`src/rtl/tked_pkg.sv`:
```
// Shared codes and byte constants for the terminal key escape decoder.
package tked_pkg;

  typedef enum logic [3:0] {
    EV_INSERT = 4'd0,
    EV_BACK   = 4'd1,
    EV_TAB    = 4'd2,
    EV_ENTER  = 4'd3,
    EV_UP     = 4'd4,
    EV_DOWN   = 4'd5,
    EV_RIGHT  = 4'd6,
    EV_LEFT   = 4'd7,
    EV_DELETE = 4'd8,
    EV_HOME   = 4'd9,
    EV_END    = 4'd10
  } key_event_t;

  localparam logic [7:0] KB_BS       = 8'd8;
  localparam logic [7:0] KB_TAB      = 8'd9;
  localparam logic [7:0] KB_LF       = 8'd10;
  localparam logic [7:0] KB_ESC      = 8'd27;
  localparam logic [7:0] KB_DEL      = 8'd127;
  localparam logic [7:0] KB_DEL_HI   = 8'd247;
  localparam logic [7:0] KB_LBRACKET = 8'h5B;
  localparam logic [7:0] KB_O        = 8'h4F;
  localparam logic [7:0] KB_A        = 8'h41;
  localparam logic [7:0] KB_B        = 8'h42;
  localparam logic [7:0] KB_C        = 8'h43;
  localparam logic [7:0] KB_D        = 8'h44;
  localparam logic [7:0] KB_H        = 8'h48;
  localparam logic [7:0] KB_F        = 8'h46;
  localparam logic [7:0] KB_1        = 8'h31;
  localparam logic [7:0] KB_3        = 8'h33;
  localparam logic [7:0] KB_4        = 8'h34;
  localparam logic [7:0] KB_5        = 8'h35;
  localparam logic [7:0] KB_6        = 8'h36;
  localparam logic [7:0] KB_TILDE    = 8'h7E;
  localparam logic [7:0] KB_SEMI     = 8'h3B;

endpackage

```
`src/rtl/terminal_key_escape_decoder_core.sv`:
```
// Terminal key escape decoder: byte stream in, key event transactions out.
//
//   channel | ports                                   | direction
//   in      | in_valid, in_ready, in_key_byte         | byte from terminal
//   out     | out_valid, out_ready, out_key_event,    | decoded key event
//           | out_char_code                           |
//
// One byte accepted per cycle while in_ready is high; its event (if any) appears
// on out the next cycle. Parser state advances in the cycle a byte is accepted.
// Reset returns the parser to idle and empties the result register.
// in_ready drops only while a result waits and out_ready is low.
module terminal_key_escape_decoder_core
  import tked_pkg::*;
(
  input  logic       clk,
  input  logic       rst_n,
  input  logic       in_valid,
  output logic       in_ready,
  input  logic [7:0] in_key_byte,
  output logic       out_valid,
  input  logic       out_ready,
  output logic [3:0] out_key_event,
  output logic [7:0] out_char_code
);

  typedef enum logic [3:0] {
    ST_IDLE   = 4'd0,
    ST_ESC    = 4'd1,
    ST_CSI    = 4'd2,
    ST_SS3    = 4'd3,
    ST_DEL    = 4'd4,
    ST_HOME1  = 4'd5,
    ST_END4   = 4'd6,
    ST_PAGE   = 4'd7,
    ST_MOD    = 4'd8,
    ST_MODEND = 4'd9
  } state_t;

  state_t     state_r, state_nxt;
  logic       out_valid_r, out_valid_nxt;
  key_event_t event_r, event_nxt;
  logic [7:0] char_r, char_nxt;
  key_event_t dec_event;
  logic       dec_hit;
  logic       in_fire;

  assign in_ready      = !out_valid_r || out_ready;
  assign in_fire       = in_valid && in_ready;
  assign out_valid     = out_valid_r;
  assign out_key_event = event_r;
  assign out_char_code = char_r;

  always_comb begin
    state_nxt = ST_IDLE;
    dec_event = EV_INSERT;
    dec_hit   = 1'b0;
    unique case (state_r)
      ST_IDLE: begin
        case (in_key_byte) inside
          KB_BS, KB_DEL, KB_DEL_HI: begin
            dec_event = EV_BACK;
            dec_hit   = 1'b1;
          end
          KB_TAB: begin
            dec_event = EV_TAB;
            dec_hit   = 1'b1;
          end
          KB_LF: begin
            dec_event = EV_ENTER;
            dec_hit   = 1'b1;
          end
          KB_ESC: state_nxt = ST_ESC;
          default: begin
            dec_event = EV_INSERT;
            dec_hit   = 1'b1;
          end
        endcase
      end
      ST_ESC: begin
        if (in_key_byte == KB_LBRACKET) state_nxt = ST_CSI;
        else if (in_key_byte == KB_O) state_nxt = ST_SS3;
      end
      ST_CSI: begin
        case (in_key_byte) inside
          KB_A: begin dec_event = EV_UP;    dec_hit = 1'b1; end
          KB_B: begin dec_event = EV_DOWN;  dec_hit = 1'b1; end
          KB_C: begin dec_event = EV_RIGHT; dec_hit = 1'b1; end
          KB_D: begin dec_event = EV_LEFT;  dec_hit = 1'b1; end
          KB_H: begin dec_event = EV_HOME;  dec_hit = 1'b1; end
          KB_F: begin dec_event = EV_END;   dec_hit = 1'b1; end
          KB_3: state_nxt = ST_DEL;
          KB_1: state_nxt = ST_HOME1;
          KB_4: state_nxt = ST_END4;
          KB_5, KB_6: state_nxt = ST_PAGE;
          default: state_nxt = ST_IDLE;
        endcase
      end
      ST_SS3: begin
        if (in_key_byte == KB_H) begin
          dec_event = EV_HOME;
          dec_hit   = 1'b1;
        end else if (in_key_byte == KB_F) begin
          dec_event = EV_END;
          dec_hit   = 1'b1;
        end
      end
      ST_DEL: begin
        if (in_key_byte == KB_TILDE) begin
          dec_event = EV_DELETE;
          dec_hit   = 1'b1;
        end else if (in_key_byte == KB_SEMI) begin
          state_nxt = ST_MOD;
        end
      end
      ST_HOME1: begin
        if (in_key_byte == KB_TILDE) begin
          dec_event = EV_HOME;
          dec_hit   = 1'b1;
        end else if (in_key_byte == KB_SEMI) begin
          state_nxt = ST_MOD;
        end
      end
      ST_END4: begin
        if (in_key_byte == KB_TILDE) begin
          dec_event = EV_END;
          dec_hit   = 1'b1;
        end
      end
      ST_PAGE: begin
        if (in_key_byte == KB_SEMI) state_nxt = ST_MOD;
      end
      ST_MOD: begin
        case (in_key_byte) inside
          KB_3, KB_5, KB_A, KB_B, KB_C, KB_D: state_nxt = ST_MODEND;
          default: state_nxt = ST_IDLE;
        endcase
      end
      default: state_nxt = ST_IDLE;
    endcase
  end

  always_comb begin
    out_valid_nxt = out_valid_r && !out_ready;
    event_nxt     = event_r;
    char_nxt      = char_r;
    if (in_fire && dec_hit) begin
      out_valid_nxt = 1'b1;
      event_nxt     = dec_event;
      char_nxt      = (dec_event == EV_INSERT) ? in_key_byte : 8'd0;
    end
  end

  always_ff @(posedge clk) begin
    if (!rst_n) begin
      state_r     <= ST_IDLE;
      out_valid_r <= 1'b0;
    end else begin
      if (in_fire) begin
        state_r <= state_nxt;
      end
      out_valid_r <= out_valid_nxt;
    end
    event_r <= event_nxt;
    char_r  <= char_nxt;
  end

  // Non-insert events carry a zero char code.
  a_char_zero: assert property (@(posedge clk) disable iff (!rst_n)
    out_valid_r && (event_r != EV_INSERT) |-> char_r == 8'd0)
    else $error("char code set on non-insert event");

  a_event_range: assert property (@(posedge clk) disable iff (!rst_n)
    out_valid_r |-> event_r <= EV_END)
    else $error("event code out of range");

  a_esc_start: assert property (@(posedge clk) disable iff (!rst_n)
    in_fire && (state_r == ST_IDLE) && (in_key_byte == KB_ESC)
      |=> (state_r == ST_ESC) && !out_valid_r)
    else $error("escape byte did not start a sequence");

  a_seq_done: assert property (@(posedge clk) disable iff (!rst_n)
    in_fire && dec_hit |=> state_r == ST_IDLE && out_valid_r)
    else $error("event did not return parser to idle");

endmodule
```
`config.mk`:
```
export PLATFORM = sky130hd
export DESIGN_NAME = terminal_key_escape_decoder_core
export DESIGN_NICKNAME = d
export VERILOG_FILES = /design/src/rtl/tked_pkg.sv /design/src/rtl/terminal_key_escape_decoder_core.sv
export SDC_FILE = /design/constraint.sdc
export NUM_CORES = 1
export LEC_CHECK = 0
export ABC_AREA = 1
export BUFFER_PORTS_ARGS = -buffer_cell sky130_fd_sc_hd__buf_2
export CELL_PAD_IN_SITES_DETAIL_PLACEMENT = 1
export CELL_PAD_IN_SITES_GLOBAL_PLACEMENT = 1
export CORE_MARGIN = 2
export CORE_UTILIZATION = 30
export DETAILED_ROUTE_END_ITERATION = 10
export GPL_TIMING_DRIVEN = 0
export PLACE_DENSITY = 0.73
export SYNTH_ARGS = -nofsm -noshare
export SYNTH_HDL_FRONTEND = slang
export SYNTH_SLANG_ARGS = --single-unit
```
`constraint.sdc`:
```
create_clock -name clk -period 1.47 [get_ports clk]
set_input_delay 0.0735 -clock clk [delete_from_list [all_inputs] [get_ports clk]]
set_output_delay 0.0735 -clock clk [all_outputs]
set_load 0.03 [all_outputs]
```
=== After elaboration in Yosys (flattened, before gate mapping) ===
Cells that the tools add are included.

* Word-level logic and storage cells: 92
* Register bits: 17

* Equal/unequal tests: 29
* Reduce and logical (&&, ||, !) cells: 13
* Mux-type cells: 46

{| class="wikitable"
|+ Operators with widths
! operator !! number
|-
| equality test 8 x 7 -> 1 bit (second input constant) || 10
|-
| 2-to-1 mux 4 bit || 15
|-
| equality test 8 x 6 -> 1 bit (second input constant) || 6
|-
| case mux 4 bit (6 select lines) || 2
|-
| 2-to-1 mux 3 bit || 10
|-
| equality test 8 x 4 -> 1 bit (second input constant) || 3
|-
| equality test 4 x 3 -> 1 bit (second input constant) || 4
|-
| 2-to-1 mux 1 bit || 13
|-
| 2-to-1 mux 2 bit || 5
|-
| equality test 4 x 2 -> 1 bit (second input constant) || 2
|-
| equality test 8 x 5 -> 1 bit (second input constant) || 1
|-
| equality test 8 bit (second input constant) || 1
|-
| zero test 4 bit || 2
|-
| OR reduction 3 bit || 2
|-
| OR reduction 6 bit || 1
|-
| equality test 4 x 1 -> 1 bit (second input constant) || 1
|-
| equality test 4 bit (second input constant) || 1
|-
| case mux 1 bit (4 select lines) || 1
|-
| OR reduction 2 bit || 2
|-
| logical AND 1 bit || 3
|-
| zero test 1 bit || 2
|-
| logical OR 1 bit || 1
|}

=== Logic depth before layout (Yosys ltp) ===
Gate-level depths: netlist of run 1.

* Depth in word-level cells: 13
* Mapped depth: 12
* Depth with buffers taken out: 12

=== Least setup slack after synthesis of run 1 ===
OpenSTA, ideal clock, no wires.

* Path kind: register to register
* From: register out_valid_r (netlist: out_valid)
* To: register char_r[0] (netlist: out_char_code[0]), enable pin
* Data arrival time: 1.334 ns
* Path buffers: 0
* Stages on the path, launching flop included: 6
* Slack: -0.208 ns
* Cells stage by stage: dfxtp_1 -> nand2_1 -> nand2_1 -> inv_1 -> nand2_1 -> inv_1

* Word-level cells in the longest chain between the ends: 4

{| class="wikitable"
|+ RTL lines
! element !! line !! text
|-
| start, declared || terminal_key_escape_decoder_core.sv:40 || <nowiki>logic out_valid_r, out_valid_nxt;</nowiki>
|-
| start signal, assigned || terminal_key_escape_decoder_core.sv:161 || <nowiki>out_valid_r <= out_valid_nxt;</nowiki>
|-
| zero test 1 bit || terminal_key_escape_decoder_core.sv:47 || <nowiki>assign in_ready = !out_valid_r || out_ready;</nowiki>
|-
| logical OR 1 bit || terminal_key_escape_decoder_core.sv:47 ||
|-
| net in_ready || terminal_key_escape_decoder_core.sv:18 || <nowiki>output logic in_ready,</nowiki>
|-
| logical AND 1 bit || terminal_key_escape_decoder_core.sv:48 || <nowiki>assign in_fire = in_valid && in_ready;</nowiki>
|-
| logical AND 1 bit || terminal_key_escape_decoder_core.sv:146 || <nowiki>if (in_fire && dec_hit) begin</nowiki>
|-
| end signal, assigned || terminal_key_escape_decoder_core.sv:164 || <nowiki>char_r <= char_nxt;</nowiki>
|-
| end, declared || terminal_key_escape_decoder_core.sv:42 || <nowiki>logic [7:0] char_r, char_nxt;</nowiki>
|}

The timed path passes the listed nets, and every way through them passes these cells.
A chain may end at the register's enable or synchronous reset.

=== Worst setup path in the final report of run 1 ===
* From: register state_r[0]
* To: register char_r[7] (netlist: out_char_code[7]), enable pin

* Word-level cells in the longest chain between the ends: 4
* Elaborated cells between the ends (all ways): 9

{| class="wikitable"
|+ RTL lines
! element !! line !! text
|-
| start, declared || terminal_key_escape_decoder_core.sv:39 || <nowiki>state_t state_r, state_nxt;</nowiki>
|-
| start signal, assigned || terminal_key_escape_decoder_core.sv:159 || <nowiki>state_r <= state_nxt;</nowiki>
|-
| equality test 4 x 3 -> 1 bit || terminal_key_escape_decoder_core.sv:57 || <nowiki>unique case (state_r)</nowiki>
|-
| OR reduction 3 bit (no source line) || - ||
|-
| case mux 1 bit (4 select lines) (*) || terminal_key_escape_decoder_core.sv:57 ||
|-
| logical AND 1 bit (*) || terminal_key_escape_decoder_core.sv:146 ||
|}

Mark *: on every way between the ends. The rest lies on a longest branch, timed or not.

==> impl_metrics.sql, run 1 <==
INSERT INTO impl_metrics (metric_group, metric, value, unit) VALUES
('worst_setup_path', 'rrSetupSlack', '-0.05', 'ns'),
('floorplan', 'floorplan.die.width', '69.58', 'um'),
('worst_setup_path', 'worst_setup_path_start_kind', 'flip-flop', ''),
('synthesis', 'postSynthCellCount', '189', ''),
('cells_and_area', 'design.final.nets', '241', ''),
('min_path', 'hold-path-cell-count', '4', ''),
('cts', 'clk-insertion-delay-late', '0.26', 'ns'),
('detailed_routing', 'detail_route.first_pass.iterations', '4', ''),
('cells_and_area', 'syn2layout_area_growth', '31.72', '%'),
('detailed_routing', 'drc_errors', '0', ''),
('placed_design', 'place.gp.congestion', '0.8534', ''),
('worst_setup_path', 'worst-r2r-cell-count', '10', ''),
('timing', 'clock_skew', '0.001841', 'ns'),
('synthesis', 'synth_warnings', '0', ''),
('cts', 'clk_root_buffer_cell', 'sky130_fd_sc_hd__clkbuf_8', ''),
('timing', 'drv_slew', '0', ''),
('synthesis', 'synth.net_count', '201', ''),
('cells_and_area', 'post_route_cells_drive_above_1_share', '0.4518', ''),
('timing', 'portion_of_the_clock_cycle_consumed_by_the_worst_path_in_the_final_layout', '1.036', ''),
('min_path', 'worst_hold_path_type', 'in -> reg', ''),
('floorplan', 'core_region_area', '4058', 'um2'),
('grt', 'grt_use_total', '0.1585', ''),
('cts', 'clock_tree.buffer_depth', '2', ''),
('detailed_routing', 'vias', '1282', ''),
('worst_setup_path', 'cp_cell_sequence', 'nand2_1 > inv_2 > nand2_2 > inv_1 > nand2_2 > o21ai_4 > nor2_1 > nand2_1 > nand2_4 > clkinvlp_4', ''),
('placed_design', 'dp.final_hpwl', '2654', 'um'),
('synthesis', 'synth-seq-cells', '17', ''),
('flow_run', 'number_of_max_cap_violations', '0', ''),
('synthesis', 'yosysSeqAreaShare', '0.3569', ''),
('cells_and_area', 'n_antenna_cell', '0', ''),
('floorplan', 'die-height', '69.58', 'um'),
('worst_setup_path', 'crit_arrival', '1.50', 'ns'),
('worst_setup_path', 'critical_path.max_fanout', '6', ''),
('timing', 'final.min_clock_period', '1.522', 'ns'),
('grt', 'antenna_found_initial', '0', ''),
('grt', 'global_route_wire_length_before_repair', '6023', 'um'),
('worst_setup_path', 'max_stage_delay', '0.36', 'ns'),
('cts', 'tritoncts.num_buffers', '3', ''),
('floorplan', 'pin_count', '26', ''),
('worst_setup_path', 'reg2reg_from', 'state_r[0]$_SDFFE_PN0P_', ''),
('timing', 'final-setup-viol-count', '14', ''),
('synthesis', 'post_synth.cell_area_avg', '6.825', 'um2'),
('timing', 'postLayoutSetupSlackWorst', '-0.05249', 'ns'),
('timing', 'grt_setup_unrepaired', 'true', ''),
('worst_setup_path', 'worstPathRequired', '1.44', 'ns'),
('worst_setup_path', 'critical_path.reg2reg.endpoint', 'out_char_code[7]$_SDFFCE_PP0P_', ''),
('grt', 'grt_start_max_net_pins', '10', ''),
('floorplan', 'floorplan.initialDensity', '0.3179', ''),
('cts', 'clkSlewWorstSetupHoldPaths', '0.07', 'ns'),
('run_status', 'outcome', 'finished, violations left', ''),
('timing', 'max_slew.worst_pin.slew', '0.3277', 'ns'),
('synthesis', 'synth_top_flop_cell', 'sky130_fd_sc_hd__edfxtp_1', ''),
('run_status', 'violations', 'setup timing', ''),
('grt', 'overflow', '0', ''),
('detailed_routing', 'detail_route.iter0.violations', '85', ''),
('cts', 'cts.sink_count', '17', ''),
('detailed_routing', 'mean_routed_wirelength_per_cell', '12.94', 'um'),
('timing', 'hold_violations', '0', ''),
('detailed_routing', 'post_drt_via_cell_ratio', '4.612', ''),
('synthesis', 'synth.cell_area', '1290', 'um2'),
('floorplan', 'rows', '23', ''),
('placed_design', 'port_buffers', '25', ''),
('min_path', 'worst_hold_startpoint', 'out_ready', ''),
('min_path', 'min_to', 'out_valid$_SDFF_PN0_', ''),
('synthesis', 'synth_enable_flop_cells', '12', ''),
('cts', 'h-tree-depth', '1', ''),
('cells_and_area', 'final-instance-count-excl-fill', '278', ''),
('synthesis', 'synth_cell_types', '24', ''),
('timing', 'max_slew_margin', '0.7799', ''),
('worst_setup_path', 'critPathCaptureType', 'flip-flop', ''),
('floorplan', 'dieArea', '4841', 'um2');
==> worst max path at each step <==
stage,startpoint,end,depth (start not counted)
2_1_floorplan,state_r[3]$_SDFFE_PN0P_,out_char_code[0]$_SDFFCE_PP0P_,8
3_3_place_gp,state_r[2]$_SDFFE_PN0P_,out_char_code[5]$_SDFFCE_PP0P_,9
3_5_place_dp,state_r[3]$_SDFFE_PN0P_,out_char_code[4]$_SDFFCE_PP0P_,9
4_1_cts,state_r[2]$_SDFFE_PN0P_,out_char_code[5]$_SDFFCE_PP0P_,9
5_1_grt,state_r[0]$_SDFFE_PN0P_,out_char_code[4]$_SDFFCE_PP0P_,9
6_report,state_r[0]$_SDFFE_PN0P_,out_char_code[7]$_SDFFCE_PP0P_,10
==> cell usage in the layout, fill, tap and decap left out, types with 2 or more instances in the layout <==
master / Yosys / routed
sky130_fd_sc_hd__a21oi_1: 6 / 5
sky130_fd_sc_hd__buf_2: 0 / 25
sky130_fd_sc_hd__buf_4: 0 / 7
sky130_fd_sc_hd__clkbuf_8: 0 / 3
sky130_fd_sc_hd__dfxtp_4: 0 / 3
sky130_fd_sc_hd__edfxtp_1: 12 / 12
sky130_fd_sc_hd__inv_1: 24 / 15
sky130_fd_sc_hd__inv_2: 9 / 16
sky130_fd_sc_hd__inv_4: 0 / 2
sky130_fd_sc_hd__nand2_1: 43 / 37
sky130_fd_sc_hd__nand2_2: 14 / 19
sky130_fd_sc_hd__nand3_1: 12 / 12
sky130_fd_sc_hd__nand4_1: 2 / 2
sky130_fd_sc_hd__nor2_1: 30 / 27
sky130_fd_sc_hd__nor2_2: 10 / 10
sky130_fd_sc_hd__nor2_4: 2 / 5
sky130_fd_sc_hd__nor3_1: 6 / 6
sky130_fd_sc_hd__o21ai_0: 4 / 3
sky130_fd_sc_hd__o21ai_2: 1 / 2
==> report_power, final <==
part           switching [W]  internal (W)  leakage, nW  total (W)
registers         0.00000468      0.000531        0.162   0.000536
clock network       0.000182      0.000193       0.0228   0.000375
logic               0.000149     0.0000573        0.624   0.000206
total               0.000335      0.000782        0.808    0.00112
==> Yosys cell counts, types with 2 or more instances <==
| cell | instances | area (um2) |
|---|---|---|
| sky130_fd_sc_hd__a21oi_1 | 6 | 30.03 |
| sky130_fd_sc_hd__dfxtp_1 | 5 | 100.1 |
| sky130_fd_sc_hd__edfxtp_1 | 12 | 360.4 |
| sky130_fd_sc_hd__inv_1 | 24 | 90.09 |
| sky130_fd_sc_hd__inv_2 | 9 | 33.78 |
| sky130_fd_sc_hd__nand2_1 | 43 | 161.4 |
| sky130_fd_sc_hd__nand2_2 | 14 | 87.58 |
| sky130_fd_sc_hd__nand3_1 | 12 | 60.06 |
| sky130_fd_sc_hd__nand4_1 | 2 | 12.51 |
| sky130_fd_sc_hd__nor2_1 | 30 | 112.6 |
| sky130_fd_sc_hd__nor2_2 | 10 | 62.56 |
| sky130_fd_sc_hd__nor2_4 | 2 | 22.52 |
| sky130_fd_sc_hd__nor3_1 | 6 | 30.03 |
| sky130_fd_sc_hd__o21ai_0 | 4 | 20.02 |
==> area by class of cell <==
type	instances	area, um2	share of cell area
Inverter	33	128.9	0.07585
Multi-Input combinational cell	139	773.2	0.4551
Tap cell	50	62.56	0.03682
Timing Repair Buffer	34	209.0	0.1230
Clock buffer	4	45.04	0.02651
Timing Repair inverter	1	7.507	0.004418
Sequential cell	17	473.0	0.2784
==> cells by family after synthesis <==
group,share of synthesized area
AND/OR/NAND/NOR,0.4733
AO/OA/AOI/OAI,0.07372
flip-flops,0.3569
buffers and inverters,0.09602
==> state kept, by name, summed over array words and instances, names as in the netlist <==
register / cells
out_char_code: 8
state_r: 4
out_key_event: 4
out_valid: 1
==> what timing repair did <==
item / CTS / global route
gates resized for setup: 19 / 17
setup buffers: 8 / 1
setup endpoints to repair: 20 / 25
cloned: 1 / 0
hold buffers: 0 / 0
pin swaps: 10 / 6
==> layer usage <==
layer,vias to the layer above,routed length (um),global-route usage,share of wire
met5,-,0,0,0
met3,4,79,0.02326,0.022
li1,671,-,-,-
met1,592,1641,0.2002,0.46
met2,15,1811,0.2692,0.50
met4,0,65,0.06536,0.018
==> critical path, delay by kind of cell, from the launching register on <==
| family | cells | cell delay (ns) |
|---|---|---|
| compound gates | 1 | 0.05 |
| buf+inv | 3 | 0.31 |
| flops | 1 | 0.36 |
| simple gates | 6 | 0.50 |
==> per-stage QoR <==
step / TNS (ns) / instance area [um2] / utilization / hold slack (ns)
final: -0.6459 / 1699 / 0.4187 / 0.08721
after global routing: -2.417 / 1699 / 0.4187 / 0.1196
after CTS: -0.7859 / 1652 / 0.4070 / 0.08299
after detailed placement: -6.171 / 1480 / 0.3648 / 0.3634
after global placement: -5.966 / 1480 / 0.3648 / 0.3559
after floorplan: 0 / 1292 / - / 0.2574
Note: power is estimated with default switching activity, not from simulation.
==> inputs of run 2 (changes only) <==
--- a/config.mk
+++ b/config.mk
@@ -16,2 +16,3 @@
 export PLACE_DENSITY = 0.73
+export RECOVER_POWER = 100
 export SYNTH_ARGS = -nofsm -noshare
==> constraint.sdc (replaced) <==
create_clock -name clk -period 1.47 [get_ports clk]
set_input_delay 0 -clock clk [delete_from_list [all_inputs] [get_ports clk]]
set_output_delay 0 -clock clk [all_outputs]
set_load 0.03 [all_outputs]
==> impl_metrics.sql, run 2 (synthesis gave the netlist of run 1 again) <==
INSERT INTO impl_metrics (metric_group, metric, value, unit) VALUES
('detailed_routing', 'routed.top_layer', 'met4', ''),
('detailed_routing', 'mean_routed_wirelength_per_cell', '12.95', 'um'),
('worst_setup_path', 'worstPathRequired', '1.43', 'ns'),
('cells_and_area', 'final_cell_mix', 'sky130_fd_sc_hd__nand2_1, sky130_fd_sc_hd__nor2_1, sky130_fd_sc_hd__nand2_2', ''),
('cts', 'clkSlewWorstSetupHoldPaths', '0.07', 'ns'),
('detailed_routing', 'vias', '1278', ''),
('timing', 'grt_setup_unrepaired', 'true', ''),
('cells_and_area', 'utilization', '0.4144', ''),
('flow_run', 'number_of_max_cap_violations', '0', ''),
('cells_and_area', 'mostFrequentLayoutCell', 'sky130_fd_sc_hd__nand2_1', ''),
('detailed_routing', 'remaining_number_of_nets_flagged_by_the_antenna_check_after_routing', '0', ''),
('detailed_routing', 'post_drt_via_cell_ratio', '4.597', ''),
('grt', 'number_of_global_route_vias_before_repair', '1307', ''),
('cts', 'clock_tree.buffer_depth', '2', ''),
('grt', 'antenna_found_initial', '0', ''),
('cts', 'cts.sink_count', '17', ''),
('grt', 'overflow', '0', ''),
('cts', 'clk_root_buffer_cell', 'sky130_fd_sc_hd__clkbuf_8', ''),
('cts', 'tritoncts.num_buffers', '3', ''),
('floorplan', 'pin_count', '26', ''),
('pwr', 'worst_ir_drop_vdd', '269.4', 'uV'),
('cts', 'tritoncts', 'built', ''),
('placed_design', 'port_buffers', '25', ''),
('timing', 'drv_slew', '0', ''),
('floorplan', 'floorplan.initialDensity', '0.3179', ''),
('timing', 'hold_violations', '0', ''),
('detailed_routing', 'drc_errors', '0', ''),
('floorplan', 'die-height', '69.58', 'um'),
('worst_setup_path', 'crit_arrival', '1.48', 'ns'),
('pwr', 'cellPowerDensity', '661.0', 'nW/um2'),
('cells_and_area', 'post_route_cells_drive_above_1_share', '0.3904', ''),
('placed_design', 'place.gp.congestion', '0.8534', ''),
('floorplan', 'core_region_area', '4058', 'um2'),
('cells_and_area', 'largest_register_ff_count', '8', ''),
('cts', 'clk-insertion-delay-late', '0.26', 'ns'),
('floorplan', 'dieArea', '4841', 'um2'),
('timing', 'fin_tns_setup', '-0.6288', 'ns'),
('detailed_routing', 'detail_route.iter0.violations', '70', ''),
('timing', 'max_slew.worst_pin.slew', '0.3904', 'ns'),
('cts', 'h-tree-depth', '1', ''),
('worst_setup_path', 'rrSetupSlack', '-0.05', 'ns'),
('timing', 'clock_skew', '0.001847', 'ns'),
('worst_setup_path', 'setup.worst_path.class', 'reg -> reg', ''),
('timing', 'max_slew_margin', '0.7408', ''),
('timing', 'postLayoutSetupSlackWorst', '-0.04923', 'ns'),
('min_path', 'worst_hold_path_type', 'in -> reg', ''),
('cells_and_area', 'syn2layout_area_growth', '30.36', '%'),
('pwr', 'p_leak', '0.7682', 'nW'),
('detailed_routing', 'detail_route.first_pass.iterations', '4', ''),
('worst_setup_path', 'critical_path.max_fanout', '6', ''),
('grt', 'global_route_wire_length_before_repair', '6023', 'um'),
('cells_and_area', 'n_antenna_cell', '0', ''),
('run_status', 'outcome', 'finished, violations left', ''),
('timing', 'max_freq', '658.2', 'MHz'),
('timing', 'final-setup-viol-count', '14', ''),
('cells_and_area', 'design.final.nets', '241', ''),
('floorplan', 'rows', '23', ''),
('detailed_routing', 'dr_wl_met2', '1805', 'um'),
('run_status', 'violations', 'setup timing', ''),
('timing', 'holdWs', '0.01518', 'ns'),
('detailed_routing', 'met1_length', '1643', 'um'),
('timing', 'final.min_clock_period', '1.519', 'ns'),
('grt', 'grt_use_total', '0.1585', ''),
('grt', 'grt_start_max_net_pins', '10', ''),
('floorplan', 'floorplan.die.width', '69.58', 'um'),
('detailed_routing', 'route.met3.wl', '86', 'um'),
('timing', 'portion_of_the_clock_cycle_consumed_by_the_worst_path_in_the_final_layout', '1.033', ''),
('worst_setup_path', 'critPathCaptureType', 'flip-flop', ''),
('placed_design', 'dp.final_hpwl', '2654', 'um'),
('worst_setup_path', 'worst_setup_path_start_kind', 'flip-flop', ''),
('detailed_routing', 'postRouteWirelength', '3600', 'um');
run 2: cell types whose count changed in the layout (fill, tap and decap cells not counted):
cell                       previous run  this run
sky130_fd_sc_hd__buf_2               25        11
sky130_fd_sc_hd__clkbuf_1             1        15
run 2: power breakdown:
part           total (W)  switching, W  internal [W]  leakage (nW)
logic           0.000200      0.000149     0.0000510         0.584
clock network   0.000375      0.000182      0.000193        0.0228
registers       0.000537    0.00000526      0.000531         0.162
total            0.00111      0.000336      0.000775         0.768
run 2: through the flow:
| stage | worst slack [ns] | instance area [um2] | instances | total power [W] |
|---|---|---|---|---|
| detailed placement | -0.3565 | 1480 | 264 | 0.0007473 |
| finish | -0.04923 | 1682 | 278 | 0.001111 |
| global route | -0.1397 | 1682 | 278 | 0.001166 |
| floorplan | 0.005721 | 1292 | 189 | 0.0006833 |
| global placement | -0.3495 | 1480 | 264 | 0.0007451 |
| CTS | -0.07749 | 1652 | 277 | 0.001134 |
run 2: layout make-up:
cell class,count,area (um2)
multi-input cells,139,773.2
flip-flops and latches,17,473.0
well taps,50,62.56
fillers,548,2376
clock buffers,4,45.04
inverters,33,128.9
repair buffers,34,191.4
repair inverters,1,7.507
run 2: metal layers:
metal | vias up | global-route usage
li1 | 671 | -
met1 | 588 | 0.2002
met4 | 0 | 0.06536
met3 | 4 | 0.02326
met2 | 15 | 0.2692
met5 | - | 0
run 2: critical path, cell delays in order, from the launching register on:
cell and delay [ns]:
sky130_fd_sc_hd__dfxtp_4 0.36, sky130_fd_sc_hd__inv_2 0.06, sky130_fd_sc_hd__nand2_2 0.06, sky130_fd_sc_hd__nor2_1 0.11, sky130_fd_sc_hd__inv_1 0.07, sky130_fd_sc_hd__o21ai_4 0.15, sky130_fd_sc_hd__nor2_1 0.06, sky130_fd_sc_hd__nand2_1 0.09
sky130_fd_sc_hd__nand2_4 0.09, sky130_fd_sc_hd__clkinvlp_4 0.18
run 2: worst paths after layout:
kind / from / endpoint / cells after the start
setup / recovery: state_r[3]$_SDFFE_PN0P_ / out_char_code[7]$_SDFFCE_PP0P_ / 9
hold / removal: out_ready / out_valid$_SDFF_PN0_ / 4
setup reg to reg: state_r[3]$_SDFFE_PN0P_ / out_char_code[7]$_SDFFCE_PP0P_ / 9
hold reg to reg: out_valid$_SDFF_PN0_ / out_valid$_SDFF_PN0_ / 2
run 2: repair_timing:
action                                  CTS  global route
endpoints found under the setup margin   20            24
hold buffers                              0             0
gates resized for setup                  19            17
cloned                                    1             0
pin swaps                                10             6
hold endpoints to repair                  0             0
buffers inserted                          8             1
==> inputs of run 3 (changes only) <==
- ABC_AREA: 1 -> default
- PLACE_DENSITY: 0.73 -> 0.69
==> impl_metrics.sql, run 3 <==
INSERT INTO impl_metrics (metric_group, metric, value, unit) VALUES
('grt', 'grt_use_total', '0.1750', ''),
('synthesis', 'synth_xor_area_frac', '0.03244', ''),
('synthesis', 'synthTopCellsByArea', 'sky130_fd_sc_hd__edfxtp_1, sky130_fd_sc_hd__dfxtp_1, sky130_fd_sc_hd__nor3_2, sky130_fd_sc_hd__nand3_1, sky130_fd_sc_hd__nand4_1', ''),
('min_path', 'hold-path-cell-count', '3', ''),
('detailed_routing', 'post_drt_via_cell_ratio', '5.828', ''),
('synthesis', 'synth_top_flop_cell', 'sky130_fd_sc_hd__edfxtp_1', ''),
('synthesis', 'synth_cell_types', '47', ''),
('floorplan', 'rows', '24', ''),
('floorplan', 'pin_count', '26', ''),
('synthesis', 'synth_top_cells_by_count', 'sky130_fd_sc_hd__edfxtp_1, sky130_fd_sc_hd__inv_1, sky130_fd_sc_hd__nand3_1', ''),
('cts', 'tritoncts', 'built', ''),
('synthesis', 'netlist.area_leader.share', '0.2669', ''),
('cells_and_area', 'syn2layout_area_growth', '34.66', '%'),
('synthesis', 'synth.mux.area_fraction', '0', ''),
('pwr', 'power.combinational.fraction', '0.218', ''),
('grt', 'global_route_wire_length_before_repair', '6927', 'um'),
('detailed_routing', 'postRouteWirelength', '4280', 'um'),
('grt', 'overflow', '0', ''),
('synthesis', 'yosys.cell_count.top_type', 'sky130_fd_sc_hd__edfxtp_1', ''),
('worst_setup_path', 'critPathCaptureType', 'flip-flop', ''),
('cts', 'tritoncts.num_buffers', '3', ''),
('synthesis', 'post_synth.cell_area_avg', '9.247', 'um2'),
('floorplan', 'floorplan.die.width', '71.09', 'um'),
('cts', 'clk_root_buffer_cell', 'sky130_fd_sc_hd__clkbuf_8', ''),
('cells_and_area', 'n_antenna_cell', '0', ''),
('pwr', 'sequentialPowerShare', '0.470', ''),
('synthesis', 'postSynth.asyncResetShare', '0', ''),
('placed_design', 'place.detailed.instances', '220', ''),
('placed_design', 'placement.setup.worst_slack', '-0.4452', 'ns'),
('run_status', 'violations', 'setup timing', ''),
('synthesis', 'synth-seq-cells', '17', ''),
('detailed_routing', 'drc_errors', '0', ''),
('pwr', 'p_leak', '0.6590', 'nW'),
('floorplan', 'floorplan.initialDensity', '0.3101', ''),
('grt', 'antenna_found_initial', '0', ''),
('synthesis', 'synth_simple_gate_area_share', '0.3892', ''),
('cells_and_area', 'post_route_cells_drive_above_1_share', '0.3957', ''),
('floorplan', 'dieArea', '5053', 'um2'),
('timing', 'drv_slew', '0', ''),
('timing', 'final.min_clock_period', '1.778', 'ns'),
('cells_and_area', 'design.final.nets', '200', ''),
('worst_setup_path', 'setup.worst_path.class', 'reg -> reg', ''),
('synthesis', 'synth_enable_flop_cells', '12', ''),
('cells_and_area', 'final-instance-count-excl-fill', '239', ''),
('synthesis', 'synth_warnings', '0', ''),
('grt', 'number_of_global_route_vias_before_repair', '1436', ''),
('placed_design', 'place.gp.congestion', '0.8921', ''),
('pwr', 'sw_frac_of_total', '0.2996', ''),
('run_status', 'outcome', 'finished, violations left', ''),
('timing', 'portion_of_the_clock_cycle_consumed_by_the_worst_path_in_the_final_layout', '1.210', ''),
('cts', 'clkSlewWorstSetupHoldPaths', '0.07', 'ns'),
('worst_setup_path', 'crit_arrival', '1.74', 'ns'),
('timing', 'max_freq', '562.4', 'MHz'),
('worst_setup_path', 'worst-r2r-cell-count', '7', ''),
('worst_setup_path', 'worstPathRequired', '1.44', 'ns'),
('cts', 'clock_tree.buffer_depth', '2', ''),
('floorplan', 'die-height', '71.09', 'um'),
('detailed_routing', 'detail_route.iter0.violations', '90', ''),
('timing', 'postLayoutSetupSlackWorst', '-0.3082', 'ns'),
('cts', 'clk-insertion-delay-late', '0.26', 'ns'),
('cells_and_area', 'largest_register_ff_count', '8', ''),
('timing', 'max_slew.worst_pin.slew', '0.5351', 'ns'),
('synthesis', 'synth.net_count', '158', ''),
('pwr', 'internal_power', '0.0008107', 'W'),
('synthesis', 'postSynthCellCount', '146', ''),
('timing', 'grt_setup_unrepaired', 'true', ''),
('placed_design', 'dp.final_hpwl', '2975', 'um'),
('cts', 'h-tree-depth', '1', ''),
('pwr', 'p_clk_frac', '0.311', ''),
('pwr', 'worst_ir_drop_vdd', '275.7', 'uV'),
('cells_and_area', 'filler_cell_count', '499', ''),
('synthesis', 'synth.cell_area', '1350', 'um2'),
('synthesis', 'yosysSeqAreaShare', '0.3411', ''),
('pwr', 'cellPowerDensity', '636.7', 'nW/um2'),
('timing', 'final-setup-viol-count', '23', ''),
('flow_run', 'number_of_max_cap_violations', '0', ''),
('timing', 'hold_violations', '0', ''),
('timing', 'clock_skew', '0.005673', 'ns'),
('synthesis', 'synth_top_family_by_area', 'simple AND/OR/NAND/NOR gates', ''),
('grt', 'grt_start_max_net_pins', '11', ''),
('synthesis', 'complex_gate_fraction_of_the_synthesized_area', '0.1464', ''),
('synthesis', 'synth_top_area_cell', 'sky130_fd_sc_hd__edfxtp_1', ''),
('synthesis', 'post_synth_fa_ha_maj_area_fraction', '0', ''),
('placed_design', 'port_buffers', '22', ''),
('floorplan', 'core_region_area', '4354', 'um2'),
('worst_setup_path', 'worst_setup_path_start_kind', 'flip-flop', ''),
('cts', 'cts.sink_count', '17', ''),
('detailed_routing', 'remaining_number_of_nets_flagged_by_the_antenna_check_after_routing', '0', ''),
('cells_and_area', 'final_cell_mix', 'sky130_fd_sc_hd__clkbuf_1, sky130_fd_sc_hd__buf_4, sky130_fd_sc_hd__buf_2, sky130_fd_sc_hd__edfxtp_1', ''),
('detailed_routing', 'mean_routed_wirelength_per_cell', '17.91', 'um'),
('cells_and_area', 'mostFrequentLayoutCell', 'sky130_fd_sc_hd__clkbuf_1', ''),
('pwr', 'p_switching', '0.0003468', 'W'),
('min_path', 'worst_hold_path_type', 'in -> reg', ''),
('detailed_routing', 'detail_route.first_pass.iterations', '4', ''),
('worst_setup_path', 'critical_path.max_fanout', '6', ''),
('detailed_routing', 'vias', '1393', ''),
('timing', 'max_slew_margin', '0.6423', '');
## run 3: area by class of cell
type	instances	area (um2)	share of cell area
repair inverters	1	7.507	0.004129
well taps	52	65.06	0.03579
inverters	11	41.29	0.02271
clock buffers	4	45.04	0.02478
plain buffers	12	95.09	0.05231
flip-flops and latches	17	465.4	0.2560
repair buffers	36	205.2	0.1129
multi-input cells	106	893.4	0.4914
## run 3: stage by stage
step           utilization  total power [W]  cell area [um2]  setup TNS (ns)  hold slack, ns
2_1_floorplan            -        0.0007195             1371          -2.843          0.1282
3_3_place_gp        0.3552        0.0007865             1546          -8.311          0.2969
3_5_place_dp        0.3552        0.0007944             1546          -9.072          0.3106
4_1_cts             0.4066         0.001164             1770          -5.371         0.03815
5_1_grt             0.4175         0.001198             1818          -7.752         0.05449
6_report            0.4175         0.001158             1818          -6.342         0.04136
## run 3: worst paths after layout
check	from	to	slack, ns
worst min-delay path	out_ready	out_valid$_SDFF_PN0_	0.04
worst max-delay path	state_r[3]$_SDFFE_PN0P_	out_char_code[7]$_SDFFCE_PP0P_	-0.31
worst max register to register	state_r[3]$_SDFFE_PN0P_	out_char_code[7]$_SDFFCE_PP0P_	-0.31
worst min register to register	out_valid$_SDFF_PN0_	out_valid$_SDFF_PN0_	0.52
## run 3: cells by family after synthesis
| family | count (synthesis) |
|---|---|
| buf+inv | 23 |
| compound gates | 30 |
| flops | 17 |
| xor+xnor | 5 |
| simple gates | 71 |
## run 3: power groups by stage
| stage | Sequential, W | Clock [W] | Combinational (W) |
|---|---|---|---|
| floorplan | 0.000599 | 0 | 0.000120 |
| global placement | 0.000553 | 0 | 0.000234 |
| detailed placement | 0.000555 | 0 | 0.000240 |
| CTS | 0.000544 | 0.000365 | 0.000255 |
| global route | 0.000546 | 0.000381 | 0.000271 |
| finish | 0.000544 | 0.000360 | 0.000253 |
## run 3: critical path, stage by stage, from the launching register on
cell	delay, ns
sky130_fd_sc_hd__dfxtp_2	0.33
sky130_fd_sc_hd__buf_6	0.12
sky130_fd_sc_hd__nor4_4	0.36
sky130_fd_sc_hd__buf_4	0.18
sky130_fd_sc_hd__inv_2	0.04
sky130_fd_sc_hd__a31oi_4	0.17
sky130_fd_sc_hd__o31ai_4	0.12
sky130_fd_sc_hd__inv_2	0.15
## run 3: timing repair
item	in CTS	in global routing
hold buffers	0	0
pin swaps	8	7
buffers inserted	9	5
gates resized for setup	22	9
endpoints found under the setup margin	25	26
cloned	1	0
## run 3: routing by layer
metal	share of wire	GRT usage	wire, um	vias up
met4	0.031	0.1048	131	0
li1	-	-	-	633
met2	0.52	0.3074	2216	50
met5	0	0	0	-
met3	0.054	0.02707	231	11
met1	0.40	0.1988	1701	699
